File: config.mk
export PLATFORM = sky130hd
export DESIGN_NAME = prc2d_front
export DESIGN_NICKNAME = d
export VERILOG_FILES = /design/src/rtl/prc2d_pkg.sv /design/src/rtl/prc2d_front.sv
export SDC_FILE = /design/constraint.sdc
export NUM_CORES = 1
export LEC_CHECK = 0
export BUFFER_PORTS_ARGS = -buffer_cell sky130_fd_sc_hd__buf_4
export CAP_MARGIN = 20
export CELL_PAD_IN_SITES_DETAIL_PLACEMENT = 1
export CELL_PAD_IN_SITES_GLOBAL_PLACEMENT = 1
export CORE_ASPECT_RATIO = 1.75
export CORE_MARGIN = 2
export CORE_UTILIZATION = 41
export CTS_BUF_LIST = sky130_fd_sc_hd__clkbuf_16
export DETAILED_ROUTE_END_ITERATION = 8
export PLACE_DENSITY_LB_ADDON = 0.12
export SETUP_SLACK_MARGIN = 0.3
export SYNTH_ARGS = -nofsm -noshare
export SYNTH_HDL_FRONTEND = slang
export SYNTH_SLANG_ARGS = --single-unit
File: constraint.sdc
create_clock -name clk -period 15.4 [get_ports clk]
set_clock_uncertainty 0.1 [all_clocks]
set_input_delay 3.08 -clock clk [delete_from_list [all_inputs] [get_ports clk]]
set_output_delay 3.08 -clock clk [all_outputs]
set_load 0.03 [all_outputs]
File: src/rtl/prc2d_pkg.sv
// Shared types, constants and helper functions for the 2D pose constraint block.
// Used by the front stage, the CORDIC stages, the back end and the top level.
package prc2d_pkg;

  // Internal widths: CORDIC datapath, position difference, angle residual.
  localparam int CW = 34;
  localparam int DW = 33;
  localparam int AW = 28;

  // Q2.30 angle and gain constants.
  localparam logic signed [CW-1:0] PI_Q30      = 34'sd3373259426;
  localparam logic signed [CW-1:0] HALF_PI_Q30 = 34'sd1686629713;
  localparam logic signed [CW-1:0] ONE_Q30     = 34'sd1073741824;
  localparam logic signed [CW-1:0] GAIN_Q30    = 34'sd652032874;

  // Configuration register indexes.
  typedef enum logic [2:0] {
    REG_OBS_DX   = 3'd0,
    REG_OBS_DY   = 3'd1,
    REG_OBS_TURN = 3'd2,
    REG_TW       = 3'd3,
    REG_RW       = 3'd4
  } cfg_reg_t;

  // Item state carried through the CORDIC chain.
  typedef struct packed {
    logic signed [CW-1:0] x;
    logic signed [CW-1:0] y;
    logic signed [CW-1:0] z;
    logic signed [DW-1:0] dx;
    logic signed [DW-1:0] dy;
    logic signed [AW-1:0] ang;
    logic                 flip;
  } cord_t;

  // Arctangent of 2^-i in Q2.30.
  function automatic logic signed [CW-1:0] atan_q30(input int i);
    logic signed [CW-1:0] a;
    case (i)
      0: a = 34'sd843314857;
      1: a = 34'sd497837829;
      2: a = 34'sd263043837;
      3: a = 34'sd133525159;
      4: a = 34'sd67021687;
      5: a = 34'sd33543516;
      6: a = 34'sd16775851;
      7: a = 34'sd8388437;
      8: a = 34'sd4194283;
      9: a = 34'sd2097149;
      10: a = 34'sd1048576;
      11: a = 34'sd524288;
      12: a = 34'sd262144;
      13: a = 34'sd131072;
      14: a = 34'sd65536;
      15: a = 34'sd32768;
      16: a = 34'sd16384;
      17: a = 34'sd8192;
      18: a = 34'sd4096;
      19: a = 34'sd2048;
      20: a = 34'sd1024;
      21: a = 34'sd512;
      22: a = 34'sd256;
      23: a = 34'sd128;
      default: a = '0;
    endcase
    return a;
  endfunction

  // Saturate a wide signed value to 32 bits.
  function automatic logic signed [31:0] sat32(input logic signed [63:0] v);
    logic signed [31:0] r;
    if (v > 64'sd2147483647) begin
      r = 32'sh7fffffff;
    end else if (v < -64'sd2147483648) begin
      r = 32'sh80000000;
    end else begin
      r = v[31:0];
    end
    return r;
  endfunction

endpackage

File: src/rtl/prc2d_front.sv
// Front stage: position difference, heading wrap and quadrant fold, angle residual wrap.
// Depends on prc2d_pkg.
module prc2d_front
  import prc2d_pkg::*;
#(
  parameter int FRAC_BITS = 16
) (
  input  logic               clk,
  input  logic               rst_n,
  input  logic               en,
  input  logic               in_valid,
  input  logic signed [31:0] start_x,
  input  logic signed [31:0] start_y,
  input  logic signed [18:0] start_heading,
  input  logic signed [31:0] end_x,
  input  logic signed [31:0] end_y,
  input  logic signed [18:0] end_heading,
  input  logic signed [18:0] obs_turn,
  output logic               valid_r,
  output cord_t              st_r
);

  localparam int ZW = (49 - FRAC_BITS > CW) ? 49 - FRAC_BITS : CW;
  localparam int ZSTEPS = (FRAC_BITS < 16) ? 16 - FRAC_BITS : 0;
  localparam int ASTEPS = (FRAC_BITS < 18) ? 18 - FRAC_BITS : 0;
  localparam longint PI_F = (64'sd3373259426 + (64'sd1 <<< (29 - FRAC_BITS)))
                            >>> (30 - FRAC_BITS);
  localparam logic signed [ZW-1:0] PI_Z = ZW'(PI_Q30);
  localparam logic signed [ZW-1:0] TWO_PI_Z = PI_Z + PI_Z;
  localparam logic signed [AW-1:0] PI_A = AW'(PI_F);
  localparam logic signed [AW-1:0] TWO_PI_A = PI_A + PI_A;

  logic signed [ZW-1:0] zt;
  logic signed [ZW-1:0] zc;
  logic signed [AW-1:0] at;
  logic signed [AW-1:0] ac;
  logic                 flip;
  cord_t                st_nxt;

  // Heading into Q2.30, wrapped into [-pi, pi] and folded into [-pi/2, pi/2].
  always_comb begin
    zt = ZW'(start_heading) <<< (30 - FRAC_BITS);
    for (int k = ZSTEPS - 1; k >= 0; k--) begin
      zc = TWO_PI_Z <<< k;
      if (zt - zc > PI_Z) begin
        zt = zt - zc;
      end else if (zt + zc < -PI_Z) begin
        zt = zt + zc;
      end
    end
    if (zt > PI_Z) begin
      zt = zt - TWO_PI_Z;
    end else if (zt < -PI_Z) begin
      zt = zt + TWO_PI_Z;
    end
    flip = 1'b0;
    if (zt > ZW'(HALF_PI_Q30)) begin
      zt = zt - PI_Z;
      flip = 1'b1;
    end else if (zt < -ZW'(HALF_PI_Q30)) begin
      zt = zt + PI_Z;
      flip = 1'b1;
    end
  end

  // Angle residual before weighting, wrapped into [-pi, pi].
  always_comb begin
    at = AW'(obs_turn) - (AW'(end_heading) - AW'(start_heading));
    for (int k = ASTEPS - 1; k >= 0; k--) begin
      ac = TWO_PI_A <<< k;
      if (at - ac > PI_A) begin
        at = at - ac;
      end else if (at + ac < -PI_A) begin
        at = at + ac;
      end
    end
    if (at > PI_A) begin
      at = at - TWO_PI_A;
    end else if (at < -PI_A) begin
      at = at + TWO_PI_A;
    end
  end

  always_comb begin
    st_nxt.x    = GAIN_Q30;
    st_nxt.y    = '0;
    st_nxt.z    = CW'(zt);
    st_nxt.dx   = DW'(end_x) - DW'(start_x);
    st_nxt.dy   = DW'(end_y) - DW'(start_y);
    st_nxt.ang  = at;
    st_nxt.flip = flip;
  end

  always_ff @(posedge clk) begin
    if (!rst_n) begin
      valid_r <= 1'b0;
    end else if (en) begin
      valid_r <= in_valid;
    end
  end

  always_ff @(posedge clk) begin
    if (en) begin
      st_r <= st_nxt;
    end
  end

endmodule

==> results of run 1 <==
-- registers in the layout (all words and copies together), names as in the netlist --
register	count
st_r	122
valid_r	1
-- routing by layer --
| metal | up-vias | global-route usage [%] | routed length (um) |
|---|---|---|---|
| met3 | 210 | 4.11 | 3100 |
| met5 | - | 0 | 0 |
| met4 | 0 | 22.5 | 5040 |
| met2 | 585 | 56.4 | 31600 |
| met1 | 7688 | 28.2 | 20100 |
| li1 | 7409 | - | - |
-- Yosys cell counts, types with 14 or more instances --
master      n  area (um2)
a211oi_1   25         188
nor2b_1    17         106
nor4_1     17         106
nand2_1   142         533
or3_1      25         156
nor3_1     42         210
a21oi_1    91         455
o21a_1     17         128
a21o_1     17         128
o22ai_1    25         156
or2_2      14        87.6
buf_2      17        85.1
inv_1     217         815
and3_1     19         119
o31ai_1    15         113
o21ai_0   107         536
xor2_1     26         228
and2_1     18         113
nor2_1    174         653
a21boi_0   37         278
buf_4      81         608
o211ai_1   18         135
nand2b_1   19         119
fa_1       21         420
xnor2_1   101         885
ha_1      102        1280
nand3_1    61         305
a31oi_1    29         181
clkbuf_1   28         105
edfxtp_1  122        3660
-- how the worst min path moves through the flow --
| stage | startpoint | end | cells after the start |
|---|---|---|---|
| 4_1_cts | valid_r$_SDFFE_PN0P_ | valid_r$_SDFFE_PN0P_ | 2 |
| 3_3_place_gp | valid_r$_SDFFE_PN0P_ | valid_r$_SDFFE_PN0P_ | 2 |
| 2_1_floorplan | valid_r$_SDFFE_PN0P_ | valid_r$_SDFFE_PN0P_ | 2 |
| 3_5_place_dp | valid_r$_SDFFE_PN0P_ | valid_r$_SDFFE_PN0P_ | 2 |
| 6_report | valid_r$_SDFFE_PN0P_ | valid_r$_SDFFE_PN0P_ | 2 |
| 5_1_grt | valid_r$_SDFFE_PN0P_ | valid_r$_SDFFE_PN0P_ | 2 |
-- stage by stage --
step / cell area [um2] / power (mW) / std cells / worst slack, ns / util, %
finish: 18600 / 3.60 / 2698 / 1.96 / 49.7
global route: 18600 / 3.84 / 2698 / 1.35 / 49.7
CTS: 18600 / 3.57 / 2696 / 2.11 / 49.6
detailed placement: 18000 / 3.15 / 2664 / 1.68 / 48.0
global placement: 17900 / 3.09 / 2662 / 1.80 / 48.0
floorplan: 15700 / 2.44 / 1986 / 3.50 / -
-- report_power, final --
part,internal [mW],leakage [nW],switching [mW]
Clock,0.254,0.283,0.155
Sequential,0.526,1.20,0.0273
Combinational,0.915,6.64,1.72
Total,1.70,8.13,1.90
-- logic make-up after synthesis --
group           after synthesis
fa+ha+maj                   124
buf+inv                     351
mux                          11
simple gates                602
compound gates              571
flops                       123
xor+xnor                    135
other cells                   2
-- critical path, delay by kind of cell --
family          cells  cell delay [ns]
compound gates     14             4.22
simple gates       10             3.10
fa+ha+maj           3             1.32
xor+xnor            3             1.05
buf+inv             6             0.70
-- area by class of cell --
class / instances / area share, %
repair buffers: 332 / 13.4
well taps: 480 / 3.23
clock inverters: 15 / 0.930
inverters: 218 / 4.41
multi-input cells: 1512 / 55.9
flip-flops and latches: 123 / 19.8
diodes: 1 / 0.0135
clock buffers: 17 / 2.29
==> summary.md, run 1 <==
The flow ran to the end, and the final reports show no timing, DRC or antenna violations. The maximum achievable frequency was 74.4 MHz; the number of nets in the finished design was 2516. The startpoint identified for the worst register-to-register timing path is valid_r$_SDFFE_PN0P_. In this run the tightest slew margin relative to its limit is 24.0%. The hold violation count in the final report is 0, and the count of buffers from port buffering is 317. For this configuration, the core starts out at a cell density of 41.4%. The worst setup path is launched from a primary input. Critical path startpoint: start_heading[9]. Leaving out fill and tap cells, the most frequent cells in the layout are buf_4, inv_1, nor2_1, nand2_1, edfxtp_1.

The logs give 94 for the number of rows in the core area and 17 for the clock buffer count from CTS. The routed design has 59900 um of wire. The sequential cells in the finished layout cover a total of 0.00368 mm2.

The root buffer cell chosen for the clock tree is clkbuf_16. In the synthesized netlist the dominant register cell turns out to be edfxtp_1. The worst setup path is captured at a flop. The routed wirelength normalized by instance count works out to 22.2 um. In this run the static leakage power is 8.13 nW. The clock transition time at the flip-flop clock pins of the worst setup and hold paths is 0.06 ns, and the number of global-route vias before repair is 16700. The global-route wire length before repair came out at 90700 um. In the final timing run, aggregate negative setup slack is 0 ns. Buffers inserted to repair hold after CTS numbered 0. After synthesis the netlist holds a flip-flop and latch count of 123. The number of antenna violations at the first check in global routing came out at 1. The worst register-to-register path ends at valid_r$_SDFFE_PN0P_. The share of the cycle needed by the critical path after routing is 87.3%, and the width of the die is 151 um.

The clock latency on the worst-skew pair was 0.42 ns; the setup slack of the worst register-to-register path was 14.65 ns. The ratio of cells with drive above 1 in the final layout was 19.7%; the count of cells resized by post-cts repair was 0. The post-route antenna net violation count was 0. For this run, the slowest stage of the critical path takes 0.73 ns.

Number of enable flip-flop cells after synthesis: 122. The critical-path maximum fanout was 20. The logs give 118 for the count of unique library cells instantiated by Yosys and 0 for the count of final max-slew check failures.

The die covers 0.0394 mm2. The run gives 15900 as the total number of vias. For the half-perimeter wire length after detailed placement, the log shows 50100 um. The final weighted congestion of routability-driven global placement was 0.989. The end point of the critical path is st_r[26]$_DFFE_PP_. The multi-input combinational cells in the finished layout cover a total of 0.0104 mm2. I/O pin count: 387.

Measured in cells, the most critical reg-to-reg path has a length of 2. Before antenna repair, the detailed router went through 5 iterations. Power spread over the standard cell area amounts to 194 mW/mm2. The region available for standard cell placement spans 0.0374 mm2.

The post-synthesis adder-cell area fraction came out at 11.0%. Setup repair after global routing left no endpoint under its margin. At the worst endpoint, the required time is 15.45 ns.

For this run, the number of Yosys warnings is 0. For the number of setup violations in the final report, the log shows 0. For this design, the slowest cell found on the critical path is xor2_1. The CTS H-tree depth is 4, and the area fraction in and, or, nand and nor cells after synthesis is 19.2%.

After Yosys synthesis, XOR and XNOR cells account for 8.03% of the synthesized area. The cell area after technology mapping was 0.0155 mm2. The main combinational cell family by area after synthesis is compound AO/OA/AOI/OAI gates.

The logs give 0 for the number of post-CTS setup repair buffers and 85.7 uV for the worst ir drop on vdd. Reported max-cap violation count: 0. TritonCTS built the clock tree. Leaving out fill and tap cells, the most frequent cell in the layout is buf_4. Shortest clock period the worst path allows after layout: 13.44 ns. The async set-reset flop share out of synthesis was 0%; the area fraction in compound gates after synthesis was 26.4%. The tools report the pin count of the biggest net entering global routing as 76.

The number of design-rule violations left by the first detailed-router iteration was 640; the synthesized area per cell was 8.07 um2. Synthesis-to-finish area growth: 20.0%. After detailed routing, the number of vias per cell comes to 5.89. Hold timing on the final database bottoms out at a slack of 0.467 ns. The vertical die dimension was 261 um. The arrival time at the worst endpoint is 13.48 ns, and the actual slew at the worst max-slew pin is 1.14 ns.

Overall track demand over capacity in global routing: 29.7%. Synthesis produced a netlist whose cell count is 1919. The total global routing overflow came out at 0. After synthesis, the share of cell area in mux cells is 0.744%. The logs give 2 for the largest buffer count on any clock path and 123 for the clock sink total.

The worst hold-check path type is flop to flop. For this run, design rule violations remaining after detail routing come to 0. The worst setup path is of the primary input to flop kind.

After filler insertion, the fill cell instance count of the layout stands at 4651. Sequential cells were found to cover 23.8% of the synthesized design area.
No activity file was read; power rests on OpenSTA's default activity.
==> run 2: changes to the inputs <==
CORE_UTILIZATION = 37   (was 41)
clock period = 12.2 ns   (was 15.4 ns; I/O delays follow)
==> run 2 against run 1 <==
Flip-flop and latch count is the same. Sequential share of layout area down 1.3 points. Final cell count rose by 8.1%. Critical path depth shrank 2. Routed wire length is 5.5% higher. Global-route usage shrank 1.3 points. Die area up 11%. Worst setup slack worse by 1.2 ns. Total power up 46%. Count of clock-buffer cells in the layout is the same. Sequential power increased by 26%. Register-to-register slack lost 3.2 ns. Critical path type unchanged.
==> summary.md, run 2 (synthesis results as in run 1) <==
For the finished layout, the period the worst path requires is 11.45 ns. The clock buffer count from CTS is 17 (unchanged). The ratio of cells with drive above 1 in the final layout is 24.8% (+5.1 points), and the total wire length is 63200 um (+5.5%).

The combined area of the multi-input logic cells was 0.0104 mm2 (+0.53%). The minimum hold slack is 0.458 ns (-0.00918 ns), and the highest cell delay on the worst timing path is 0.56 ns (-0.17 ns). Leaving out fill and tap cells, the most frequent cell in the layout is buf_4. For the number of nets in the finished design, the log shows 2660 (+5.7%). The post-route antenna net violation count is 0 (unchanged). The clock sink total is 123 (unchanged). The number of global-route vias before repair was 17700 (+5.7%). In this run the worst hold path is classified as flop to flop.

The logs give 2 (unchanged) for the largest buffer count on any clock path and 74 (-2.6%) for the pin count of the biggest net entering global routing. The placed cell area is 0.0191 mm2 (+6.6%), and the maximum achievable frequency is 87.3 MHz. The run finished with clean final reports. The power density over cell area was 264 mW/mm2 (+36%); the I/O pin count was 387 (unchanged). The hold violation count in the final report is 0 (unchanged), and the filler cell count is 5089 (+9.4%).

The logs give 0 (unchanged) for the number of hold buffers added after cts and 35.6% (+12 points) for the worst max-slew margin expressed relative to the limit. For the area of the core region, the log shows 0.0415 mm2 (+11%). The total power consumption of the routed design was 5.24 mW (+46%); the critical-path maximum fanout was 19 (-5.0%). The count of buffers from port buffering was 317 (unchanged).

The vertical die dimension is 275 um (+5.2%), and the share of the cycle needed by the critical path after routing is 93.9%. The logs give 0 (unchanged) for the post-route DRC violation count and 99 (+5.3%) for the number of rows in the core area. The total leakage power came out at 8.86 nW (+9.0%). Type of the worst setup path: primary input to flop.

The storage element area is 0.00368 mm2 (unchanged), and the post-route standard cell area excluding fillers is 0.0198 mm2 (+6.8%). Detailed-route vias per instance: 5.63 (-4.5%). Root buffer cell: clkbuf_16. Clock transition time at the flip-flop clock pins of the worst setup and hold paths: 0.06 ns (about the same). STA classifies the critical path startpoint as a primary input.

Critical path capture point type: a flop. Buffers plus inverters on the worst setup path: 4 (-2). The count of final max-slew check failures is 0 (unchanged).

The CTS H-tree depth is 4 (unchanged), and the total number of vias is 16400 (+3.2%). The global routing stage identified its most utilized layer as met2. In the layout the commonest cells are buf_4, inv_1, nor2_1, nand2_1, edfxtp_1. The met3 track demand over resource in global routing was 3.86% (-0.25 points); the fraction of met1 tracks used by global routing was 25.3% (-2.9 points).

The tools report the number of design-rule violations left by the first detailed-router iteration as 652 (+1.9%). The register with the most flip-flops in the final layout is st_r. The sum of negative setup slack came out at 0 ns (unchanged). The overall track demand over capacity in global routing is 28.4% (-1.3 points), and the starting density of the core is 37.3% (-4.1 points).

The run gives 95600 um (+5.4%) as the global-route wire length before repair. The reported max-cap violation count was 0 (unchanged); the routed wirelength normalized by instance count was 21.7 um (-2.3%). The required time of the worst setup path was 12.36 ns (-3.09 ns). The worst ir drop on vdd was 165 uV (+93%); the number of flip-flops under the largest register name was 122 (unchanged). From synthesis to final layout, the design area changed by 28.2%. Number of antenna violations at the first check in global routing: 1 (unchanged). The actual slew at the worst max-slew pin works out to 0.966 ns (-0.170 ns). In the final layout, the registers with the most flip-flops are st_r x122, valid_r x1.

The tools report the arrival time at the worst endpoint as 11.61 ns (-1.87 ns). The half-perimeter wire length after detailed placement was 53500 um (+6.8%); the width of the die was 159 um (+5.1%). For the final cell utilization of the core, the log shows 47.8% (-1.8 points). The full die area was 0.0436 mm2 (+11%). Cell with the biggest individual delay on the critical path: or4b_1. The kind of cell with the highest combined delay on the critical path was compound AO/OA/AOI/OAI gates. The tools report the number of setup violations in the final report as 0 (unchanged). The cell with the most instances on the worst path is buf_4. Setup repair after global routing left no endpoint under its margin.

The run gives 5 (unchanged) as the first-pass iteration count of the detailed router. The total global routing overflow came out at 0 (unchanged). The met2 routing resource usage after global routing was 56.3% (-0.19 points); the final weighted congestion of routability-driven global placement was 0.990 (+0.10%). The run gives 0.42 ns (about the same) as the clock latency on the worst-skew pair. TritonCTS built the clock tree.
run 2: layout make-up:
cell class / count / area share, %
Multi-Input combinational cell: 1512 / 52.6
Inverter: 218 / 4.12
Antenna cell: 1 / 0.0126
Clock buffer: 17 / 2.14
Tap cell: 555 / 3.50
Sequential cell: 123 / 18.6
Timing Repair Buffer: 476 / 18.1
Clock inverter: 14 / 1.03
run 2: power by group:
group | internal, mW | switching, mW | total, mW | leakage (nW)
registers | 0.663 | 0.0320 | 0.695 | 1.20
logic | 1.62 | 2.37 | 4.00 | 7.36
clock network | 0.359 | 0.190 | 0.549 | 0.299
total | 2.64 | 2.60 | 5.24 | 8.86
run 2: stage by stage:
stage                     instances  worst slack (ns)
after CTS                      2913             0.499
after global routing           2916             0.328
after detailed placement       2882             0.107
after global placement         2882             0.289
after floorplan                1986             0.936
final                          2916             0.750
run 2: tightest hold or removal path, cell delays in order, from the launching register on:
cell	delay, ns
dfxtp_1	0.33
mux2i_1	0.08
nor2b_1	0.11
run 2: metal layers:
layer	part of all wire [%]	routed length (um)
met1	33	20700
met2	55	34400
met3	4.8	3020
met4	8.0	5030
met5	0	0
run 2: final timing paths:
kind | start | to | slack, ns | depth (start not counted)
worst max-delay path | start_heading[1] | st_r[17]$_DFFE_PP_ | 0.75 | 34
worst min-delay path | valid_r$_SDFFE_PN0P_ | valid_r$_SDFFE_PN0P_ | 0.46 | 2
worst max register to register | valid_r$_SDFFE_PN0P_ | valid_r$_SDFFE_PN0P_ | 11.46 | 2
worst min register to register | valid_r$_SDFFE_PN0P_ | valid_r$_SDFFE_PN0P_ | 0.46 | 2
run 2: repair_timing:
item | in CTS | in global routing
resized for setup | 0 | 8
setup buffers | 0 | 2
setup endpoints to repair | 0 | 27
