`src/rtl/prc2d_pkg.sv`:
```
// Shared types, constants and helper functions for the 2D pose constraint block.
// Used by the front stage, the CORDIC stages, the back end and the top level.
package prc2d_pkg;

  // Internal widths: CORDIC datapath, position difference, angle residual.
  localparam int CW = 34;
  localparam int DW = 33;
  localparam int AW = 28;

  // Q2.30 angle and gain constants.
  localparam logic signed [CW-1:0] PI_Q30      = 34'sd3373259426;
  localparam logic signed [CW-1:0] HALF_PI_Q30 = 34'sd1686629713;
  localparam logic signed [CW-1:0] ONE_Q30     = 34'sd1073741824;
  localparam logic signed [CW-1:0] GAIN_Q30    = 34'sd652032874;

  // Configuration register indexes.
  typedef enum logic [2:0] {
    REG_OBS_DX   = 3'd0,
    REG_OBS_DY   = 3'd1,
    REG_OBS_TURN = 3'd2,
    REG_TW       = 3'd3,
    REG_RW       = 3'd4
  } cfg_reg_t;

  // Item state carried through the CORDIC chain.
  typedef struct packed {
    logic signed [CW-1:0] x;
    logic signed [CW-1:0] y;
    logic signed [CW-1:0] z;
    logic signed [DW-1:0] dx;
    logic signed [DW-1:0] dy;
    logic signed [AW-1:0] ang;
    logic                 flip;
  } cord_t;

  // Arctangent of 2^-i in Q2.30.
  function automatic logic signed [CW-1:0] atan_q30(input int i);
    logic signed [CW-1:0] a;
    case (i)
      0: a = 34'sd843314857;
      1: a = 34'sd497837829;
      2: a = 34'sd263043837;
      3: a = 34'sd133525159;
      4: a = 34'sd67021687;
      5: a = 34'sd33543516;
      6: a = 34'sd16775851;
      7: a = 34'sd8388437;
      8: a = 34'sd4194283;
      9: a = 34'sd2097149;
      10: a = 34'sd1048576;
      11: a = 34'sd524288;
      12: a = 34'sd262144;
      13: a = 34'sd131072;
      14: a = 34'sd65536;
      15: a = 34'sd32768;
      16: a = 34'sd16384;
      17: a = 34'sd8192;
      18: a = 34'sd4096;
      19: a = 34'sd2048;
      20: a = 34'sd1024;
      21: a = 34'sd512;
      22: a = 34'sd256;
      23: a = 34'sd128;
      default: a = '0;
    endcase
    return a;
  endfunction

  // Saturate a wide signed value to 32 bits.
  function automatic logic signed [31:0] sat32(input logic signed [63:0] v);
    logic signed [31:0] r;
    if (v > 64'sd2147483647) begin
      r = 32'sh7fffffff;
    end else if (v < -64'sd2147483648) begin
      r = 32'sh80000000;
    end else begin
      r = v[31:0];
    end
    return r;
  endfunction

endpackage

```
`src/rtl/prc2d_cordic_stage.sv`:
```
// One rotation-mode CORDIC iteration with its pipeline register.
// Depends on prc2d_pkg for the item struct and the arctangent table.
module prc2d_cordic_stage
  import prc2d_pkg::*;
#(
  parameter int IDX = 0
) (
  input  logic  clk,
  input  logic  rst_n,
  input  logic  en,
  input  logic  valid_in,
  input  cord_t st_in,
  output logic  valid_r,
  output cord_t st_r
);

  cord_t st_nxt;

  // Rotate toward zero residual angle.
  always_comb begin
    st_nxt = st_in;
    if (st_in.z >= 0) begin
      st_nxt.x = st_in.x - (st_in.y >>> IDX);
      st_nxt.y = st_in.y + (st_in.x >>> IDX);
      st_nxt.z = st_in.z - atan_q30(IDX);
    end else begin
      st_nxt.x = st_in.x + (st_in.y >>> IDX);
      st_nxt.y = st_in.y - (st_in.x >>> IDX);
      st_nxt.z = st_in.z + atan_q30(IDX);
    end
  end

  always_ff @(posedge clk) begin
    if (!rst_n) begin
      valid_r <= 1'b0;
    end else if (en) begin
      valid_r <= valid_in;
    end
  end

  always_ff @(posedge clk) begin
    if (en) begin
      st_r <= st_nxt;
    end
  end

endmodule

```
`config.mk`:
```
export PLATFORM = sky130hd
export DESIGN_NAME = prc2d_cordic_stage
export DESIGN_NICKNAME = d
export VERILOG_FILES = /design/src/rtl/prc2d_pkg.sv /design/src/rtl/prc2d_cordic_stage.sv
export SDC_FILE = /design/constraint.sdc
export NUM_CORES = 1
export LEC_CHECK = 0
export BUFFER_PORTS_ARGS = -buffer_cell sky130_fd_sc_hd__buf_2
export CORE_ASPECT_RATIO = 1.4
export CORE_MARGIN = 1.5
export CORE_UTILIZATION = 45
export CTS_BUF_LIST = sky130_fd_sc_hd__clkbuf_8
export DETAILED_ROUTE_END_ITERATION = 16
export GPL_ROUTABILITY_DRIVEN = 0
export GPL_TIMING_DRIVEN = 1
export PLACE_DENSITY = 0.72
export SYNTH_ARGS = -nofsm -noshare
export SYNTH_HDL_FRONTEND = slang
export SYNTH_SLANG_ARGS = --single-unit
```
`constraint.sdc`:
```
create_clock -name clk -period 8.25 [get_ports clk]
set_input_delay 0 -clock clk [delete_from_list [all_inputs] [get_ports clk]]
set_output_delay 0 -clock clk [all_outputs]
set_load 0.1 [all_outputs]
```
==> impl_metrics.ini, run 1 <==
[finish]
fraction_of_layout_instances_using_a_drive_strength_above_1_pct = 25.19
area_growth_syn_to_fin_pct = 28.43
layout.nets = 2150
filler_cell_count = 2500

[worst_hold_path]
min_to = st_r[108]
hold-path-cell-count = 3
hp-class = in2reg
worstHoldStart = st_in[108]

[synth]
avgSynthCellArea_um2 = 10.10
synth-seq-area-share_pct = 43.95
netlist_top_cells_area = edfxtp_1 44%, ha_1 12%, a21oi_1 5.3%
synth_top_flop_cell = edfxtp_1
synth_top_cell_area_share_pct = 43.80
synth_area_um2 = 13440
synth_warnings = 0
synth_enable_flop_cells = 196
postSynthNetCount = 1668
synth_seq_cells = 197
synthDistinctLibCells = 76
synth_async_sr_flop_share_pct = 0
postSynthCellCount = 1331
synth_area_leader_cell = edfxtp_1

[detailed_routing]
drt-wirelength-per-cell_um = 20.50
detail_route.first_pass.iterations = 8
drc = 0
post_drt_via_cell_ratio = 5.724
first_iter_violations = 909
ant_nets = 0
routed_wire_length_um = 45330
route.vias.total = 12660

[critical_path]
cpMaxStageDelayCell = buf_4
cp-start-kind = input pin
critical_path.startpoint = st_in[98]
critical_path.cell_chain = dlygate4sd3_1, buf_2, nor4_1, nand4_1, nor3_1, nand2b_2, buf_4, inv_2, buf_4, ha_1, and2_1, a221oi_1, o21ai_1, o21a_1, a31o_2, a21oi_1, o21ai_1, mux2i_1, nand3_1
setup.worst_path.class = in2reg
timing.critical_path.required_ns = 8.52
ff2ff_setup_slack_ns = 7.05
end_kind = register
crit-reg2reg-capture = valid_r
worst_path_dominant_cell_family = buffers and inverters
number_of_buffer_and_inverter_instances_along_the_worst_setup_path = 5
rr_startpoint = valid_r
worst_path_largest_cell_delay_ns = 0.68
worst_ep_arrival_time_ns = 5.46
r2r_cells = 3
critical_path_peak_fanout = 78

[global_route]
grt_start_max_net_pins = 124
grtUsageTotal_pct = 28.70
antenna_found_initial = 6
grt_remaining_overflow = 0
wire_length_of_the_first_global_routing_pass_um = 67760
grt_pass1_vias = 12480

[sta]
setup_viol = 0
finalMaxSlewViolations = 0
fin_skew_ns = 0
hold_viol = 0
layout_worst_path_cycle_share_pct = 62.99
tightest_slew_ns = 1.028
layout_min_cycle_time_ns = 5.197
fmax_mhz = 192.4
fin_worst_hold_slack_ns = 0.03820
grt_setup_unrepaired = false
tns_setup_ns = 0
timing.slew.headroom_pct = 31.46

[clock_tree]
cts_post_setup_buffers_inserted = 0
cts_buffer_depth = 2
worstSkewPairLatency_ns = 0.51
cts.reportedPaths.clkPinSlew_ns = 0.12
cts-htree-levels = 4
cts_tree = built
cts-buffers-inserted = 17
cts_root_buffer = clkbuf_8
clock-sinks = 197

[job]
drv_cap = 0

[floorplan]
design.core.area_um2 = 29260
dieArea_um2 = 30920
num_io_pins = 399
die_width_um = 149.0
die-height_um = 207.5
std_cell_rows = 74
start_util_pct = 45.92

[pwr]
p_leak_nw = 7.518
powerDensity_nw_per_um2 = 218.7
peakVddDrop_v = 0.0001289

[placement]
hpwl_um = 34010
io_buffers = 398

[status]
run_status = complete, no violations
-- timing repair --
item	in CTS	in global routing
resized for setup	0	0
endpoints found under the hold margin	104	0
hold buffers	106	0
-- worst register-to-register path, stage by stage (launching register included) --
cell and delay [ns]:
dfxtp_1 0.33, mux2i_1 0.14, nor2b_1 0.06, dlygate4sd3_1 0.56
-- through the flow --
step                total power, mW  utilization (%)  setup slack [ns]  area (µm²)  instances
finish                        3.775            58.98             3.053       17260       2211
global route                  3.902            58.95             2.754       17250       2208
CTS                           3.766            58.94             3.225       17240       2206
detailed placement            3.038            53.81             2.874       15740       2068
global placement              3.028            53.81             2.957       15740       2068
floorplan                     2.680                -             4.210       13440       1331
-- metal layers --
layer | global-route usage, % | share of wire, %
met1 | 29.87 | 34
met2 | 50.93 | 50
met3 | 7.143 | 8.7
met4 | 17.89 | 6.5
met5 | 0 | 0.060
-- logic make-up (layout without fill, tap and decap cells) --
group | count (synthesis) | in the layout | synth area share, %
buf+inv | 167 | 662 | 4.907
flops | 197 | 197 | 43.95
mux | 15 | 15 | 1.117
compound gates | 425 | 425 | 20.21
fa+ha+maj | 136 | 136 | 12.89
other cells | 0 | 5 | 0
simple gates | 300 | 300 | 11.00
xor+xnor | 91 | 91 | 5.932
-- power by group --
part           internal, mW  total, mW  switching, mW
logic                 0.380       1.78           1.40
clock network         0.245      0.691          0.446
registers              1.26       1.30         0.0439
-- Yosys cell counts (17+ instances only) --
master / number
xnor2_1: 77
clkbuf_1: 19
a21oi_1: 142
nor3_1: 22
o21bai_1: 27
inv_1: 114
nand2_1: 67
nand3_1: 23
nand2b_1: 17
nor4_1: 18
o21ai_1: 20
o21ai_0: 78
a21o_1: 21
edfxtp_1: 196
nor2b_1: 19
nor2_1: 82
o211ai_1: 18
o21a_1: 20
ha_1: 132
-- cells in the final DEF, fill, tap and decap left out, types with 14 or more instances in the layout --
master,count
buf_2,397
edfxtp_1,196
a21oi_1,142
ha_1,132
inv_1,114
dlygate4sd3_1,106
nor2_1,82
o21ai_0,78
xnor2_1,77
nand2_1,67
o21bai_1,27
nand3_1,23
nor3_1,22
a21o_1,21
o21ai_1,20
o21a_1,20
nor2b_1,19
nor4_1,18
o211ai_1,18
clkbuf_8,18
nand2b_1,16
mux2i_1,15
xor2_1,14
-- worst max path at each step --
| stage | end | slack (ns) | depth (start not counted) |
|---|---|---|---|
| detailed placement | st_r[128] | 2.87 | 18 |
| global placement | st_r[118] | 2.96 | 18 |
| CTS | st_r[128] | 3.23 | 19 |
| finish | st_r[118] | 3.05 | 19 |
| global route | st_r[127] | 2.75 | 18 |
| floorplan | st_r[127] | 4.21 | 20 |
-- sequential cells by signal, indices dropped and copies added (netlist names) --
signal and flops:
st_r 196, valid_r 1
-- final cells by class --
class	instances	area (µm²)	share of cell area (%)
tap	380	475.5	2.755
clock buffer	17	234.0	1.356
inverter	122	457.9	2.654
sequential	197	5906	34.22
timing repair buffer	508	3092	17.92
antenna	5	12.51	0.07251
multi-input combinational	967	6874	39.83
clock inverter	15	205.2	1.189
No activity file was read; power rests on OpenSTA's default activity.
==> run 2: changes to the inputs <==
==> constraint.sdc (replaced) <==
create_clock -name clk -period 5.4 [get_ports clk]
set_input_delay 0 -clock clk [delete_from_list [all_inputs] [get_ports clk]]
set_output_delay 0 -clock clk [all_outputs]
set_load 0.1 [all_outputs]
==> impl_metrics.ini, run 2 (same netlist as run 1, synthesis figures left out) <==
[status]
run_status = complete, no violations

[finish]
max_flop_register = st_r
layout.nets = 2154
area_growth_syn_to_fin_pct = 28.75
largest_register_ff_count = 196
filler_cell_count = 2519
layout.cells.most_common_list = 397 x buf_2, 196 x edfxtp_1, 142 x a21oi_1, 132 x ha_1, 114 x inv_1
fraction_of_layout_instances_using_a_drive_strength_above_1_pct = 25.14
finalCoreUtilization_pct = 59.13
mostFrequentLayoutCell = buf_2
largest_registers = st_r x196, valid_r x1

[global_route]
grt_start_max_net_pins = 101
grt_remaining_overflow = 0
grtUsageTotal_pct = 29.54
use_met2_pct = 51.13
grt_pass1_vias = 12890
wire_length_of_the_first_global_routing_pass_um = 69790
globalRouteMet3Util_pct = 6.747
grt_most_used_layer = met2
antenna_found_initial = 5
groute.layer.met1.usage_pct = 31.48

[critical_path]
worst_ep_arrival_time_ns = 4.98
end_kind = register
worst_path_dominant_cell_family = compound AO/OA/AOI/OAI gates
setup.worst_path.class = in2reg
ff2ff_setup_slack_ns = 4.19
cp-start-kind = input pin
cpMaxStageDelayCell = nor4_1
number_of_buffer_and_inverter_instances_along_the_worst_setup_path = 3
critical_path.cell_chain = dlygate4sd3_1, buf_2, nor4_1, nand4_1, nor3_1, nand2b_2, inv_2, ha_1, a21o_1, a21oi_1, nor2_1, o41ai_1, o211ai_1, a31oi_1, o21ai_1, mux2i_1, a2111oi_0
rr_startpoint = valid_r
critical_path.startpoint = st_in[107]
crit-reg2reg-capture = valid_r
timing.critical_path.required_ns = 5.70
critical_path_peak_fanout = 17
worst_path_largest_cell_delay_ns = 0.55
r2r_cells = 3

[worst_hold_path]
hold-path-cell-count = 4
worstHoldStart = st_in[96]
hp-class = in2reg
min_to = st_r[96]

[sta]
grt_setup_unrepaired = false
timing.slew.headroom_pct = 37.94
fin_worst_hold_slack_ns = 0.04661
setup_viol = 0
fin_skew_ns = 0
hold_viol = 0
finalMaxSlewViolations = 0
layout_worst_path_cycle_share_pct = 86.67
layout_min_cycle_time_ns = 4.680
fmax_mhz = 213.7
tns_setup_ns = 0
tightest_slew_ns = 0.9309

[pwr]
powerDensity_nw_per_um2 = 333.7
power.share.sequential_pct = 34.4
switching_share_pct = 50.07
total_power_mw = 5.773
switchingPower_mw = 2.891
share_comb_of_total_power_pct = 47.3
power.clock.fraction_pct = 18.3
p_leak_nw = 7.533
internal_power_contribution_mw = 2.882
peakVddDrop_v = 0.0002152

[detailed_routing]
first_iter_violations = 931
post_drt_via_cell_ratio = 5.779
drc = 0
ant_nets = 0
routed_wire_length_um = 46050
drt-wirelength-per-cell_um = 20.81
route.vias.total = 12790
detail_route.first_pass.iterations = 7

[floorplan]
std_cell_rows = 74
die_width_um = 149.0
die-height_um = 207.5
dieArea_um2 = 30920
design.core.area_um2 = 29260
start_util_pct = 45.92
num_io_pins = 399

[clock_tree]
cts_repair_resize_count = 0
cts_buffer_depth = 2
cts.reportedPaths.clkPinSlew_ns = 0.12
clock-sinks = 197
cts-buffers-inserted = 17
cts_root_buffer = clkbuf_8
cts-htree-levels = 4
cts_tree = built
worstSkewPairLatency_ns = 0.52

[placement]
io_buffers = 398
hpwl_um = 34290

[job]
drv_cap = 0
-- run 2: worst min-delay path, stage by stage --
cell   delay [ns]
buf_2        0.12
inv_1        0.07
fa_1         0.18
inv_1        0.05
-- run 2: layer usage --
layer	share of wire, %	vias up
met4	7.0	6
met3	8.3	197
met5	0.10	-
met2	49	746
met1	35	5984
li1	-	5857
-- run 2: layout make-up --
| type | instances | area (µm²) | area share (%) |
|---|---|---|---|
| diodes | 3 | 7.507 | 0.04339 |
| clock buffers | 17 | 234.0 | 1.352 |
| clock inverters | 15 | 214.0 | 1.237 |
| inverters | 122 | 457.9 | 2.647 |
| multi-input cells | 967 | 6874 | 39.73 |
| flip-flops and latches | 197 | 5906 | 34.14 |
| well taps | 380 | 475.5 | 2.748 |
| repair buffers | 512 | 3132 | 18.10 |
-- run 2: how the worst max path moves through the flow --
stage / end / slack (ns) / cells past startpoint
floorplan: st_r[127] / 1.36 / 20
global placement: st_r[127] / 1.01 / 16
detailed placement: st_r[127] / 0.86 / 16
CTS: st_r[127] / 0.90 / 17
global route: st_r[127] / 0.33 / 17
finish: st_r[127] / 0.72 / 17
-- run 2: timing repair --
item	in CTS	in global routing
hold buffers	110	0
endpoints found under the hold margin	108	0
setup buffers	0	0
-- run 2: through the flow --
step | worst slack (ns) | instances | area, µm²
6_report | 0.7200 | 2213 | 17300
3_3_place_gp | 1.007 | 2068 | 15740
4_1_cts | 0.8997 | 2210 | 17290
5_1_grt | 0.3313 | 2212 | 17300
2_1_floorplan | 1.360 | 1331 | 13440
3_5_place_dp | 0.8555 | 2068 | 15740
-- run 2: power groups by stage --
stage / Combinational [mW] / Clock, mW / Sequential [mW]
4_1_cts: 2.70 / 1.08 / 1.98
3_5_place_dp: 2.62 / 0 / 2.02
3_3_place_gp: 2.61 / 0 / 2.01
5_1_grt: 2.84 / 1.12 / 2.00
2_1_floorplan: 0.716 / 0 / 3.38
6_report: 2.73 / 1.06 / 1.99
==> run 3: changes to the inputs <==
--- a/config.mk
+++ b/config.mk
@@ -6,14 +6,16 @@
 export NUM_CORES = 1
 export LEC_CHECK = 0
 export BUFFER_PORTS_ARGS = -buffer_cell sky130_fd_sc_hd__buf_2
+export CELL_PAD_IN_SITES_DETAIL_PLACEMENT = 1
+export CELL_PAD_IN_SITES_GLOBAL_PLACEMENT = 2
 export CORE_ASPECT_RATIO = 1.4
 export CORE_MARGIN = 1.5
-export CORE_UTILIZATION = 45
+export CORE_UTILIZATION = 33
 export CTS_BUF_LIST = sky130_fd_sc_hd__clkbuf_8
 export DETAILED_ROUTE_END_ITERATION = 16
 export GPL_ROUTABILITY_DRIVEN = 0
 export GPL_TIMING_DRIVEN = 1
-export PLACE_DENSITY = 0.72
+export PLACE_DENSITY = 0.84
 export SYNTH_ARGS = -nofsm -noshare
 export SYNTH_HDL_FRONTEND = slang
 export SYNTH_SLANG_ARGS = --single-unit
==> impl_metrics.ini, run 3 (same netlist as run 1, synthesis figures left out) <==
[pwr]
switching_share_pct = 50.47
peakVddDrop_v = 0.0001810
powerDensity_nw_per_um2 = 333.6
switchingPower_mw = 2.948
internal_power_contribution_mw = 2.894
power.share.sequential_pct = 33.9
p_leak_nw = 7.548
share_comb_of_total_power_pct = 47.3
power.clock.fraction_pct = 18.8

[job]
drv_cap = 0

[sta]
setup_viol = 0
fmax_mhz = 220.9
finalMaxSlewViolations = 0
timing.slew.headroom_pct = 33.25
tightest_slew_ns = 0.9883
hold_viol = 0
layout_min_cycle_time_ns = 4.528
fin_worst_hold_slack_ns = 0.03536
grt_setup_unrepaired = false
fin_skew_ns = 0
tns_setup_ns = 0
layout_worst_path_cycle_share_pct = 83.85

[detailed_routing]
ant_nets = 0
drt-wirelength-per-cell_um = 22.15
detail_route.first_pass.iterations = 5
route.vias.total = 12510
post_drt_via_cell_ratio = 5.280
drc = 0
routed_wire_length_um = 52470
first_iter_violations = 609

[finish]
mostFrequentLayoutCell = buf_2
fraction_of_layout_instances_using_a_drive_strength_above_1_pct = 25.23
largest_register_ff_count = 196
max_flop_register = st_r
area_growth_syn_to_fin_pct = 30.35
final_design_area_no_fill_um2 = 17510
layout.nets = 2155
layout.cells.most_common_list = 397 x buf_2, 196 x edfxtp_1, 142 x a21oi_1, 132 x ha_1, 114 x inv_1
largest_registers = st_r x196, valid_r x1

[clock_tree]
cts_buffer_depth = 2
cts_post_setup_buffers_inserted = 0
cts-buffers-inserted = 17
worstSkewPairLatency_ns = 0.54
cts-htree-levels = 4
hold_buffers = 109
clock-sinks = 197
cts_root_buffer = clkbuf_8
cts_tree = built
cts.reportedPaths.clkPinSlew_ns = 0.13
cts_repair_resize_count = 0

[floorplan]
die-height_um = 241.8
design.core.area_um2 = 40280
std_cell_rows = 87
start_util_pct = 33.36
die_width_um = 173.5
dieArea_um2 = 41950
num_io_pins = 399

[critical_path]
cp-start-kind = input pin
end_kind = register
setup.worst_path.class = in2reg
worst_ep_arrival_time_ns = 4.89
ff2ff_setup_slack_ns = 4.09
timing.critical_path.required_ns = 5.76
critical_path_peak_fanout = 18

[global_route]
grt_pass1_vias = 13450
grt_remaining_overflow = 0
grt_start_max_net_pins = 127
antenna_found_initial = 6
grtUsageTotal_pct = 24.70
wire_length_of_the_first_global_routing_pass_um = 79140

[status]
run_status = complete, no violations

[worst_hold_path]
hp-class = in2reg

[placement]
hpwl_um = 38810
place_area_um2 = 15960
io_buffers = 398
[run 3: cell count changes in the layout (fill, tap and decap cells not counted)]
cell / previous run / this run
inv_12: 3 / 5
buf_4: 4 / 5
inv_6: 2 / 3
dlygate4sd3_1: 110 / 109
diode_2: 3 / 4
clkinv_8: 6 / 4
clkinvlp_4: 1 / 0
buf_12: 0 / 1
[run 3: final timing paths]
path                   start        end  depth (start not counted)
hold / removal     st_in[96]   st_r[96]                          4
setup reg to reg     valid_r    valid_r                          3
hold reg to reg      valid_r    valid_r                          3
setup / recovery  st_in[128]  st_r[128]                         19
[run 3: area by class of cell]
class / count / area, µm²
inverter: 122 / 457.9
clock inverter: 15 / 215.2
fill: 4678 / 22760
multi-input combinational: 967 / 6874
clock buffer: 17 / 234.0
sequential: 197 / 5906
timing repair buffer: 513 / 3149
antenna: 4 / 10.01
tap: 534 / 668.1
[run 3: metrics by stage]
stage	utilization, %	setup WS (ns)	cells	total power, mW
6_report	43.49	0.8724	2369	5.842
3_3_place_gp	39.64	1.154	2224	4.659
3_5_place_dp	39.64	0.9443	2224	4.684
4_1_cts	43.46	0.9416	2365	5.855
5_1_grt	43.49	0.4986	2369	6.053
2_1_floorplan	-	1.360	1331	4.094
[run 3: power by group through the flow]
stage          clock, mW  combinational [mW]  sequential, mW
3_5_place_dp           0                2.67            2.01
4_1_cts             1.13                2.75            1.98
6_report            1.10                2.77            1.98
2_1_floorplan          0               0.716            3.38
5_1_grt             1.17                2.88            2.00
3_3_place_gp           0                2.66            2.00
[run 3: per-layer routing]
layer / vias to the layer above / wire (µm) / part of all wire (%) / track usage [%]
met5: - / 18 / 0.034 / 0
met4: 4 / 1841 / 3.5 / 9.847
li1: 5844 / - / - / -
met2: 383 / 28870 / 55 / 47.89
met1: 6174 / 19640 / 37 / 26.31
met3: 104 / 2096 / 4.0 / 3.789
[run 3: worst max-delay path, stage by stage]
cell,delay (ns)
dlygate4sd3_1,0.53
buf_2,0.14
inv_1,0.09
ha_1,0.16
nor4b_1,0.23
nand4_1,0.18
nor3_1,0.26
nand2b_2,0.41
inv_2,0.29
ha_1,0.40
and2_1,0.19
a221oi_1,0.28
o21ai_1,0.20
o21a_1,0.27
a21oi_1,0.34
o21ai_1,0.22
a31oi_1,0.37
nor3_1,0.10
a211oi_1,0.21
